<file path="src/fade_ctl_pkg.sv">
// ----------------------------------------------------------------------------
// fade_ctl_pkg
// Shared constants and codes for the overlay fade controller.
// ----------------------------------------------------------------------------
package fade_ctl_pkg;

    localparam logic [7:0] FADE_STEPS = 8'd8;

    localparam logic [9:0]  FADE_PERIOD_RST = 10'd50;
    localparam logic [13:0] SHORT_HOLD_RST  = 14'd5000;
    localparam logic [13:0] LONG_HOLD_RST   = 14'd10000;

    typedef enum logic [1:0] {
        CMD_TICK    = 2'd0,
        CMD_TOGGLE  = 2'd1,
        CMD_RESTORE = 2'd2,
        CMD_NONE    = 2'd3
    } command_t;

    typedef enum logic [1:0] {
        MODE_SHORT    = 2'd0,
        MODE_LONG     = 2'd1,
        MODE_FOREVER  = 2'd2,
        MODE_DISABLED = 2'd3
    } mode_t;

    typedef enum logic [1:0] {
        REG_FADE_PERIOD   = 2'd0,
        REG_DURATION_MODE = 2'd1,
        REG_SHORT_HOLD    = 2'd2,
        REG_LONG_HOLD     = 2'd3
    } reg_index_t;

endpackage

</file>
<file path="src/fade_in_hold_fade_out_controller.sv">
// ----------------------------------------------------------------------------
// The result beat is registered and appears in the cycle after its input beat is taken.
// Throughput: one beat per cycle while out_ready is high; the result register frees as it is taken.
// All state updates in one pass of logic between the state and result regs.
// Reset: asynchronous, active low; state cleared, registers to defaults.
// ----------------------------------------------------------------------------
// fade_in_hold_fade_out_controller
// Overlay fade level sequencer with fade timer, hold timer and APB registers.
// ----------------------------------------------------------------------------
module fade_in_hold_fade_out_controller
    import fade_ctl_pkg::*;
(
    input  logic        clk,
    input  logic        rst_n,

    input  logic        psel,
    input  logic        penable,
    input  logic        pwrite,
    input  logic [3:0]  paddr,
    input  logic [31:0] pwdata,
    output logic [31:0] prdata,
    output logic        pready,

    input  logic        in_valid,
    output logic        in_ready,
    input  logic [1:0]  command,
    input  logic        saved_visible,

    output logic        out_valid,
    input  logic        out_ready,
    output logic [7:0]  fade_level,
    output logic        visible,
    output logic        save_valid,
    output logic        save_value,
    output logic        redraw
);

    logic [9:0]  fade_period_reg;
    logic [1:0]  duration_mode_reg;
    logic [13:0] short_hold_reg;
    logic [13:0] long_hold_reg;

    logic [7:0]  level_reg, level_next;
    logic        rising_reg, rising_next;
    logic        falling_reg, falling_next;
    logic [9:0]  step_count_reg, step_count_next;
    logic        step_armed_reg, step_armed_next;
    logic [13:0] hold_count_reg, hold_count_next;
    logic        hold_armed_reg, hold_armed_next;

    logic        out_valid_reg;
    logic [7:0]  fade_level_reg;
    logic        visible_reg;
    logic        save_valid_reg, save_valid_next;
    logic        save_value_reg, save_value_next;
    logic        redraw_reg, redraw_next;

    logic        cfg_write;
    reg_index_t  cfg_index;
    logic        accept;
    logic [9:0]  step_load;
    logic [13:0] hold_load;

    assign pready    = 1'b1;
    assign cfg_write = psel & penable & pwrite;
    assign cfg_index = reg_index_t'(paddr[3:2]);

    always_comb
    begin
        case (cfg_index)
            REG_FADE_PERIOD:   prdata = {22'd0, fade_period_reg};
            REG_DURATION_MODE: prdata = {30'd0, duration_mode_reg};
            REG_SHORT_HOLD:    prdata = {18'd0, short_hold_reg};
            REG_LONG_HOLD:     prdata = {18'd0, long_hold_reg};
            default:           prdata = 32'd0;
        endcase
    end

    // zero period or hold behaves as one
    assign step_load = (fade_period_reg == 10'd0) ? 10'd1 : fade_period_reg;

    always_comb
    begin
        logic [13:0] t;
        t = (duration_mode_reg == MODE_SHORT) ? short_hold_reg : long_hold_reg;
        hold_load = (t == 14'd0) ? 14'd1 : t;
    end

    assign in_ready = ~out_valid_reg | out_ready;
    assign accept   = in_valid & in_ready;

    always_comb
    begin
        logic step_fire;
        logic hold_fire;
        level_next      = level_reg;
        rising_next     = rising_reg;
        falling_next    = falling_reg;
        step_count_next = step_count_reg;
        step_armed_next = step_armed_reg;
        hold_count_next = hold_count_reg;
        hold_armed_next = hold_armed_reg;
        save_valid_next = 1'b0;
        save_value_next = 1'b0;
        redraw_next     = 1'b0;
        step_fire       = 1'b0;
        hold_fire       = 1'b0;

        case (command_t'(command))
            CMD_TICK:
            begin
                if (step_armed_reg)
                begin
                    if (step_count_reg <= 10'd1)
                    begin
                        step_armed_next = 1'b0;
                        step_count_next = 10'd0;
                        step_fire       = 1'b1;
                    end
                    else
                    begin
                        step_count_next = step_count_reg - 10'd1;
                    end
                end
                if (hold_armed_reg)
                begin
                    if (hold_count_reg <= 14'd1)
                    begin
                        hold_armed_next = 1'b0;
                        hold_count_next = 14'd0;
                        hold_fire       = 1'b1;
                    end
                    else
                    begin
                        hold_count_next = hold_count_reg - 14'd1;
                    end
                end
                if (step_fire)
                begin
                    if (rising_reg)
                    begin
                        if (level_reg + 8'd1 >= FADE_STEPS)
                        begin
                            level_next  = FADE_STEPS;
                            rising_next = 1'b0;
                            if (duration_mode_reg != MODE_FOREVER)
                            begin
                                hold_count_next = hold_load;
                                hold_armed_next = 1'b1;
                            end
                        end
                        else
                        begin
                            level_next      = level_reg + 8'd1;
                            step_count_next = step_load;
                            step_armed_next = 1'b1;
                        end
                    end
                    else if (falling_reg)
                    begin
                        if (level_reg <= 8'd1)
                        begin
                            level_next   = 8'd0;
                            falling_next = 1'b0;
                        end
                        else
                        begin
                            level_next      = level_reg - 8'd1;
                            step_count_next = step_load;
                            step_armed_next = 1'b1;
                        end
                    end
                    redraw_next = 1'b1;
                end
                if (hold_fire)
                begin
                    falling_next    = 1'b1;
                    rising_next     = 1'b0;
                    step_count_next = step_load;
                    step_armed_next = 1'b1;
                    save_valid_next = 1'b1;
                end
            end
            CMD_TOGGLE:
            begin
                hold_armed_next = 1'b0;
                hold_count_next = 14'd0;
                if ((level_reg != 8'd0) && !rising_reg)
                begin
                    rising_next  = 1'b0;
                    falling_next = 1'b1;
                end
                else
                begin
                    falling_next    = 1'b0;
                    rising_next     = 1'b1;
                    save_value_next = 1'b1;
                end
                step_count_next = step_load;
                step_armed_next = 1'b1;
                save_valid_next = 1'b1;
            end
            CMD_RESTORE:
            begin
                if ((duration_mode_reg != MODE_DISABLED) && saved_visible)
                begin
                    level_next      = FADE_STEPS;
                    rising_next     = 1'b0;
                    falling_next    = 1'b0;
                    step_armed_next = 1'b0;
                    step_count_next = 10'd0;
                    hold_armed_next = 1'b0;
                    hold_count_next = 14'd0;
                    if (duration_mode_reg != MODE_FOREVER)
                    begin
                        hold_count_next = hold_load;
                        hold_armed_next = 1'b1;
                    end
                    redraw_next = 1'b1;
                end
            end
            default:
            begin
            end
        endcase
    end

    always_ff @(posedge clk or negedge rst_n)
    begin
        if (!rst_n)
        begin
            fade_period_reg   <= FADE_PERIOD_RST;
            duration_mode_reg <= MODE_SHORT;
            short_hold_reg    <= SHORT_HOLD_RST;
            long_hold_reg     <= LONG_HOLD_RST;
        end
        else if (cfg_write)
        begin
            case (cfg_index)
                REG_FADE_PERIOD:   fade_period_reg   <= pwdata[9:0];
                REG_DURATION_MODE: duration_mode_reg <= pwdata[1:0];
                REG_SHORT_HOLD:    short_hold_reg    <= pwdata[13:0];
                REG_LONG_HOLD:     long_hold_reg     <= pwdata[13:0];
                default:
                begin
                end
            endcase
        end
    end

    always_ff @(posedge clk or negedge rst_n)
    begin
        if (!rst_n)
        begin
            level_reg      <= 8'd0;
            rising_reg     <= 1'b0;
            falling_reg    <= 1'b0;
            step_count_reg <= 10'd0;
            step_armed_reg <= 1'b0;
            hold_count_reg <= 14'd0;
            hold_armed_reg <= 1'b0;
            out_valid_reg  <= 1'b0;
        end
        else
        begin
            if (accept)
            begin
                level_reg      <= level_next;
                rising_reg     <= rising_next;
                falling_reg    <= falling_next;
                step_count_reg <= step_count_next;
                step_armed_reg <= step_armed_next;
                hold_count_reg <= hold_count_next;
                hold_armed_reg <= hold_armed_next;
                out_valid_reg  <= 1'b1;
            end
            else if (out_ready)
            begin
                out_valid_reg <= 1'b0;
            end
        end
    end

    // result payload
    always_ff @(posedge clk)
    begin
        if (accept)
        begin
            fade_level_reg <= level_next;
            visible_reg    <= (level_next != 8'd0);
            save_valid_reg <= save_valid_next;
            save_value_reg <= save_value_next;
            redraw_reg     <= redraw_next;
        end
    end

    assign out_valid  = out_valid_reg;
    assign fade_level = fade_level_reg;
    assign visible    = visible_reg;
    assign save_valid = save_valid_reg;
    assign save_value = save_value_reg;
    assign redraw     = redraw_reg;

endmodule
</file>
<file path="config.mk">
export PLATFORM = sky130hd
export DESIGN_NAME = fade_in_hold_fade_out_controller
export DESIGN_NICKNAME = d
export VERILOG_FILES = /design/src/fade_ctl_pkg.sv /design/src/fade_in_hold_fade_out_controller.sv
export SDC_FILE = /design/constraint.sdc
export NUM_CORES = 1
export LEC_CHECK = 0
export BUFFER_PORTS_ARGS = -buffer_cell sky130_fd_sc_hd__buf_2
export CAP_MARGIN = 10
export CORE_ASPECT_RATIO = 0.9
export CORE_MARGIN = 1
export CORE_UTILIZATION = 62
export DETAILED_ROUTE_END_ITERATION = 7
export PLACE_DENSITY = 0.95
export SYNTH_ARGS = -nofsm -noshare
export SYNTH_HDL_FRONTEND = slang
export SYNTH_SLANG_ARGS = --single-unit
</file>
<file path="constraint.sdc">
create_clock -name clk -period 6 [get_ports clk]
set_clock_uncertainty 0.2 [all_clocks]
set_input_delay 1.2 -clock clk [delete_from_list [all_inputs] [get_ports clk]]
set_output_delay 1.2 -clock clk [all_outputs]
set_load 0.02 [all_outputs]
</file>
# Word-level counts from Yosys, hierarchy flattened
# Cells that the tools add are included.
# word_totals
inputBits	46
output_inout_bits	47
word_cells	134
regBits	89
# op_classes
addsub	4
muxes	75
n_bitwise	5
order_cmp	4
n_eq_ne	10
n_reduce_logical	19
# op_table
op	count
$mux W14	10
$pmux W32 S4	1
$mux W10	10
$mux W8	6
$pmux W14 S3	1
$mux W1	39
$pmux W10 S3	1
$pmux W8 S2	1
$reduce_bool A8 Y1	2
$le A14 B1 Y1 const B	1
$logic_not A14 Y1	1
$sub A14 B1 Y14 const B	1
$pmux W1 S3	4
$le A10 B1 Y1 const B	1
$logic_not A10 Y1	1
$sub A10 B1 Y10 const B	1
$add A8 B1 Y8 const B	1
$ge A8 B4 Y1 const B	1
$le A8 B1 Y1 const B	1
$reduce_and A2 Y1	4
$sub A8 B1 Y8 const B	1
$eq A2 B2 Y1 const B	3
$logic_not A2 Y1	3
$ne A2 B2 Y1 const B	3
other kinds (13)	19

# Logic depth before layout (Yosys ltp)
# logic_depth
word_depth	9
depth_mapped	11
ltp_nobuf	9

# Least setup slack after synthesis
# No wires, ideal clock.
# synth_timing
path_kind	input -> output
start	input port paddr[2]
end	output port prdata[4]
arrival_ps	2509
setup_slack_ps	2091
required_ps	4600
stages	4
path_cell_list	clkbuf_1 > buf_1 > mux2_2 > a22o_1
# synth_via
elab_chain_cells	2
elab_cells_between_ends	5
classes_between	eq/ne: 3; mux: 1; reduce/logical: 1
# synth_rtl
item	line_no	source
from (decl)	fade_in_hold_fade_out_controller.sv:19	input logic [3:0] paddr,
$eq A2 B2 Y1 (tied with other cells)	fade_in_hold_fade_out_controller.sv:70	case (cfg_index)
$pmux W32 S4 (*)	fade_in_hold_fade_out_controller.sv:70	
to (decl)	fade_in_hold_fade_out_controller.sv:21	output logic [31:0] prdata,
# Mark *: on every way between the ends. The rest lies on a longest branch, timed or not. The select of a mux whose other input is x is not followed.

# Worst setup path after layout
# layout_timing
start	input port paddr[2]
end	output port prdata[2]
# Same word-level chain as after synthesis.

==> metrics <==
status=finished clean; remaining antenna violation count=0; DR vias=5040; Pwr Density=approximately 380 nW/um2; post-cts hold buffer count=0; Storage cell area=around 2300 um2; complex-gate fraction of the synthesized area=between 15 and 20%; die area=between 9000 and 10000 um2; H-tree levels=3; CTS Buffer Depth=2; finished layout cell area=approximately 6000 um2; critical-path cell list=buf_2, nor2_1, a22o_1, buf_2; area of the mapped netlist=roughly 5600 um2; post-CTS setup buffer count=0; syn avg cell area=around 9.6 um2; row count=32; Crit Path Class=input pin to primary output; Synth Area in Simple Gates=~17%; mux contribution to synthesized area=about an eighth; Non-Filler Instances=748; # IOs=93; final wirelength=~15000 um; Cells after Synth=588; minimum clock period=between 3 and 4 ns; Seq cells post-synth=89; Worst IR Drop VDD=around 0.23 mV; CP max stage cell=nor2_1; main combinational cell family by area after synthesis=compound AO/OA/AOI/OAI gates; CTS Buf Count=9; Cell Area, Placed=5860 um2; Resized cells post-CTS=0; share of layout cells above drive strength 1=24.8%; Die W=about 100 um; Clk pin slew, worst setup/hold paths=around 0.090 ns; DRT Pass-1 Iters=6; clk_lat worst skew=between 0.3 and 0.4 ns; multi-input logic area=3020 um2; HPWL Detailed=10400 um; worst path bufs/invs=2; crit end category=primary output; slowest stage delay, CP=0.52 ns; worst path required time=~4.6 ns; xor/xnor share of the synthesized area=less than 1%; Syn. warnings=0; dpl cells=732; post-synth cell types=77; root buf cell=clkbuf_8; share of flip-flops with an asynchronous set or reset=roughly 87%; pin count of the biggest net entering global routing=between 70 and 80; DR WL/cell=approximately 20 um; layout filler cell count=638; area grow syn2layout=7.97%; Primary FF master, synth=dfrtp_1; Worst Max-Slew Pin Slew=1.17 ns; first-pass GRT wire length=roughly 25000 um; remaining routing DRC violations=0; Post-synth EDFFs=12; Max-cap violations=0; Total GRT Usage=33.9%; most used cell, CP=buf_2; Hold WS=about 0.33 ns; drt initial violations=521; GRT Residual Overflow=0; CP max FO=19; RePlAce Congestion=a little over 0.9; IO Port Bufs=between 50 and 60; ANT cells=0; Final Max Tran Viols=0; final hold vios=0; Min-Delay Path Class=register to register; setup violators final=0; Largest delay share family, worst path=simple AND/OR/NAND/NOR gates; Slew headroom=about 21%; Final nets=~680; RSZ-0062 raised after global routing=false; sequential fraction of the synthesis area=between 40 and 50%; Initial Util=64.7%; clk sink count=89; vias in the first global route=4918; area share of fa/ha/maj cells after synthesis=2.67%; startpoint types=input pin; CTS tree=done; crit path DAT=2.44 ns; Die Y=approximately 90 um; initial antenna violation count=0; core area=8690 um2; Leak=around 2.6 nW; fmax=roughly 0.26 GHz; final worst-path cycle share=around 64%; Fin Setup TNS=0 ns; vias per std cell=6.74
final timing paths:
check,to,depth (start not counted),slack (ns),start
worst min-delay path,hold_count_reg[8],1,0.33,hold_count_reg[8]
worst min register to register,hold_count_reg[8],1,0.33,hold_count_reg[8]
worst max register to register,visible,7,2.68,step_count_reg[4]
max in group asynchronous,rising_reg,1,4.17,rst_n
worst max-delay path,prdata[2],4,2.16,paddr[2]
min in group asynchronous,hold_count_reg[2],1,0.80,rst_n
cells in the mapped netlist (12+ instances only):
cell | number | area (um2)
inv_1 | 22 | 82.6
a21oi_1 | 33 | 165
mux2_2 | 50 | 563
dfstp_2 | 13 | 342
dfrtp_1 | 64 | 1600
nand2_1 | 47 | 176
nor3_1 | 21 | 105
nand3_1 | 16 | 80.1
nor2_1 | 38 | 143
ha_1 | 12 | 150
mux2i_1 | 13 | 130
edfxtp_1 | 12 | 360
buf_4 | 20 | 150
clkbuf_1 | 22 | 82.6
o21ai_0 | 29 | 145
layout by cell type (no fill, tap or decap), types with 16 or more instances in the layout:
cell type   n
o21ai_0    29
buf_2      52
nand2_1    47
nor2_1     38
nor3_1     21
a21oi_1    33
dfrtp_1    64
inv_1      22
conb_1     19
nand3_1    16
mux2_2     50
metrics by stage:
step / setup slack [ns] / utilization (%) / total power [mW]
after floorplan: 2.09 / - / 1.59
after global placement: 2.18 / 67.5 / 1.77
after detailed placement: 2.10 / 67.5 / 1.83
after CTS: 2.21 / 69.9 / 2.27
after global routing: 2.13 / 69.9 / 2.42
final: 2.16 / 69.9 / 2.30
per-layer routing:
| layer | vias up | GRT usage [%] | part of all wire, % |
|---|---|---|---|
| met2 | 363 | 53.4 | 47 |
| met4 | 0 | 16.3 | 3.9 |
| met5 | - | 0 | 0 |
| met3 | 66 | 7.32 | 9.1 |
| met1 | 2392 | 44.3 | 40 |
| li1 | 2219 | - | - |
report_power, final:
| group | leakage (nW) | internal (mW) | switching, mW | total (mW) |
|---|---|---|---|---|
| logic | 1.46 | 0.361 | 0.527 | 0.888 |
| registers | 1.06 | 0.777 | 0.202 | 0.979 |
| clock network | 0.105 | 0.169 | 0.261 | 0.430 |
| total | 2.63 | 1.31 | 0.990 | 2.30 |
logic make-up (layout without fill, tap and decap cells):
family | count (synthesis) | in the layout
and+or+nand+nor | 184 | 184
AOI/OAI and AO/OA | 157 | 157
DFF | 89 | 89
buffers and inverters | 74 | 98
muxes | 65 | 65
adders and majority gates | 12 | 12
xor gates and xnor gates | 5 | 5
other | 2 | 19
layout make-up:
type                       count  area share (%)
multi-input combinational    442            49.7
sequential                    89            38.0
timing repair buffer          57            4.91
tap                          119            2.45
clock buffer                   9            2.04
inverter                      25            1.55
clock inverter                 7            1.38
Power figures use the tool's default switching activity.
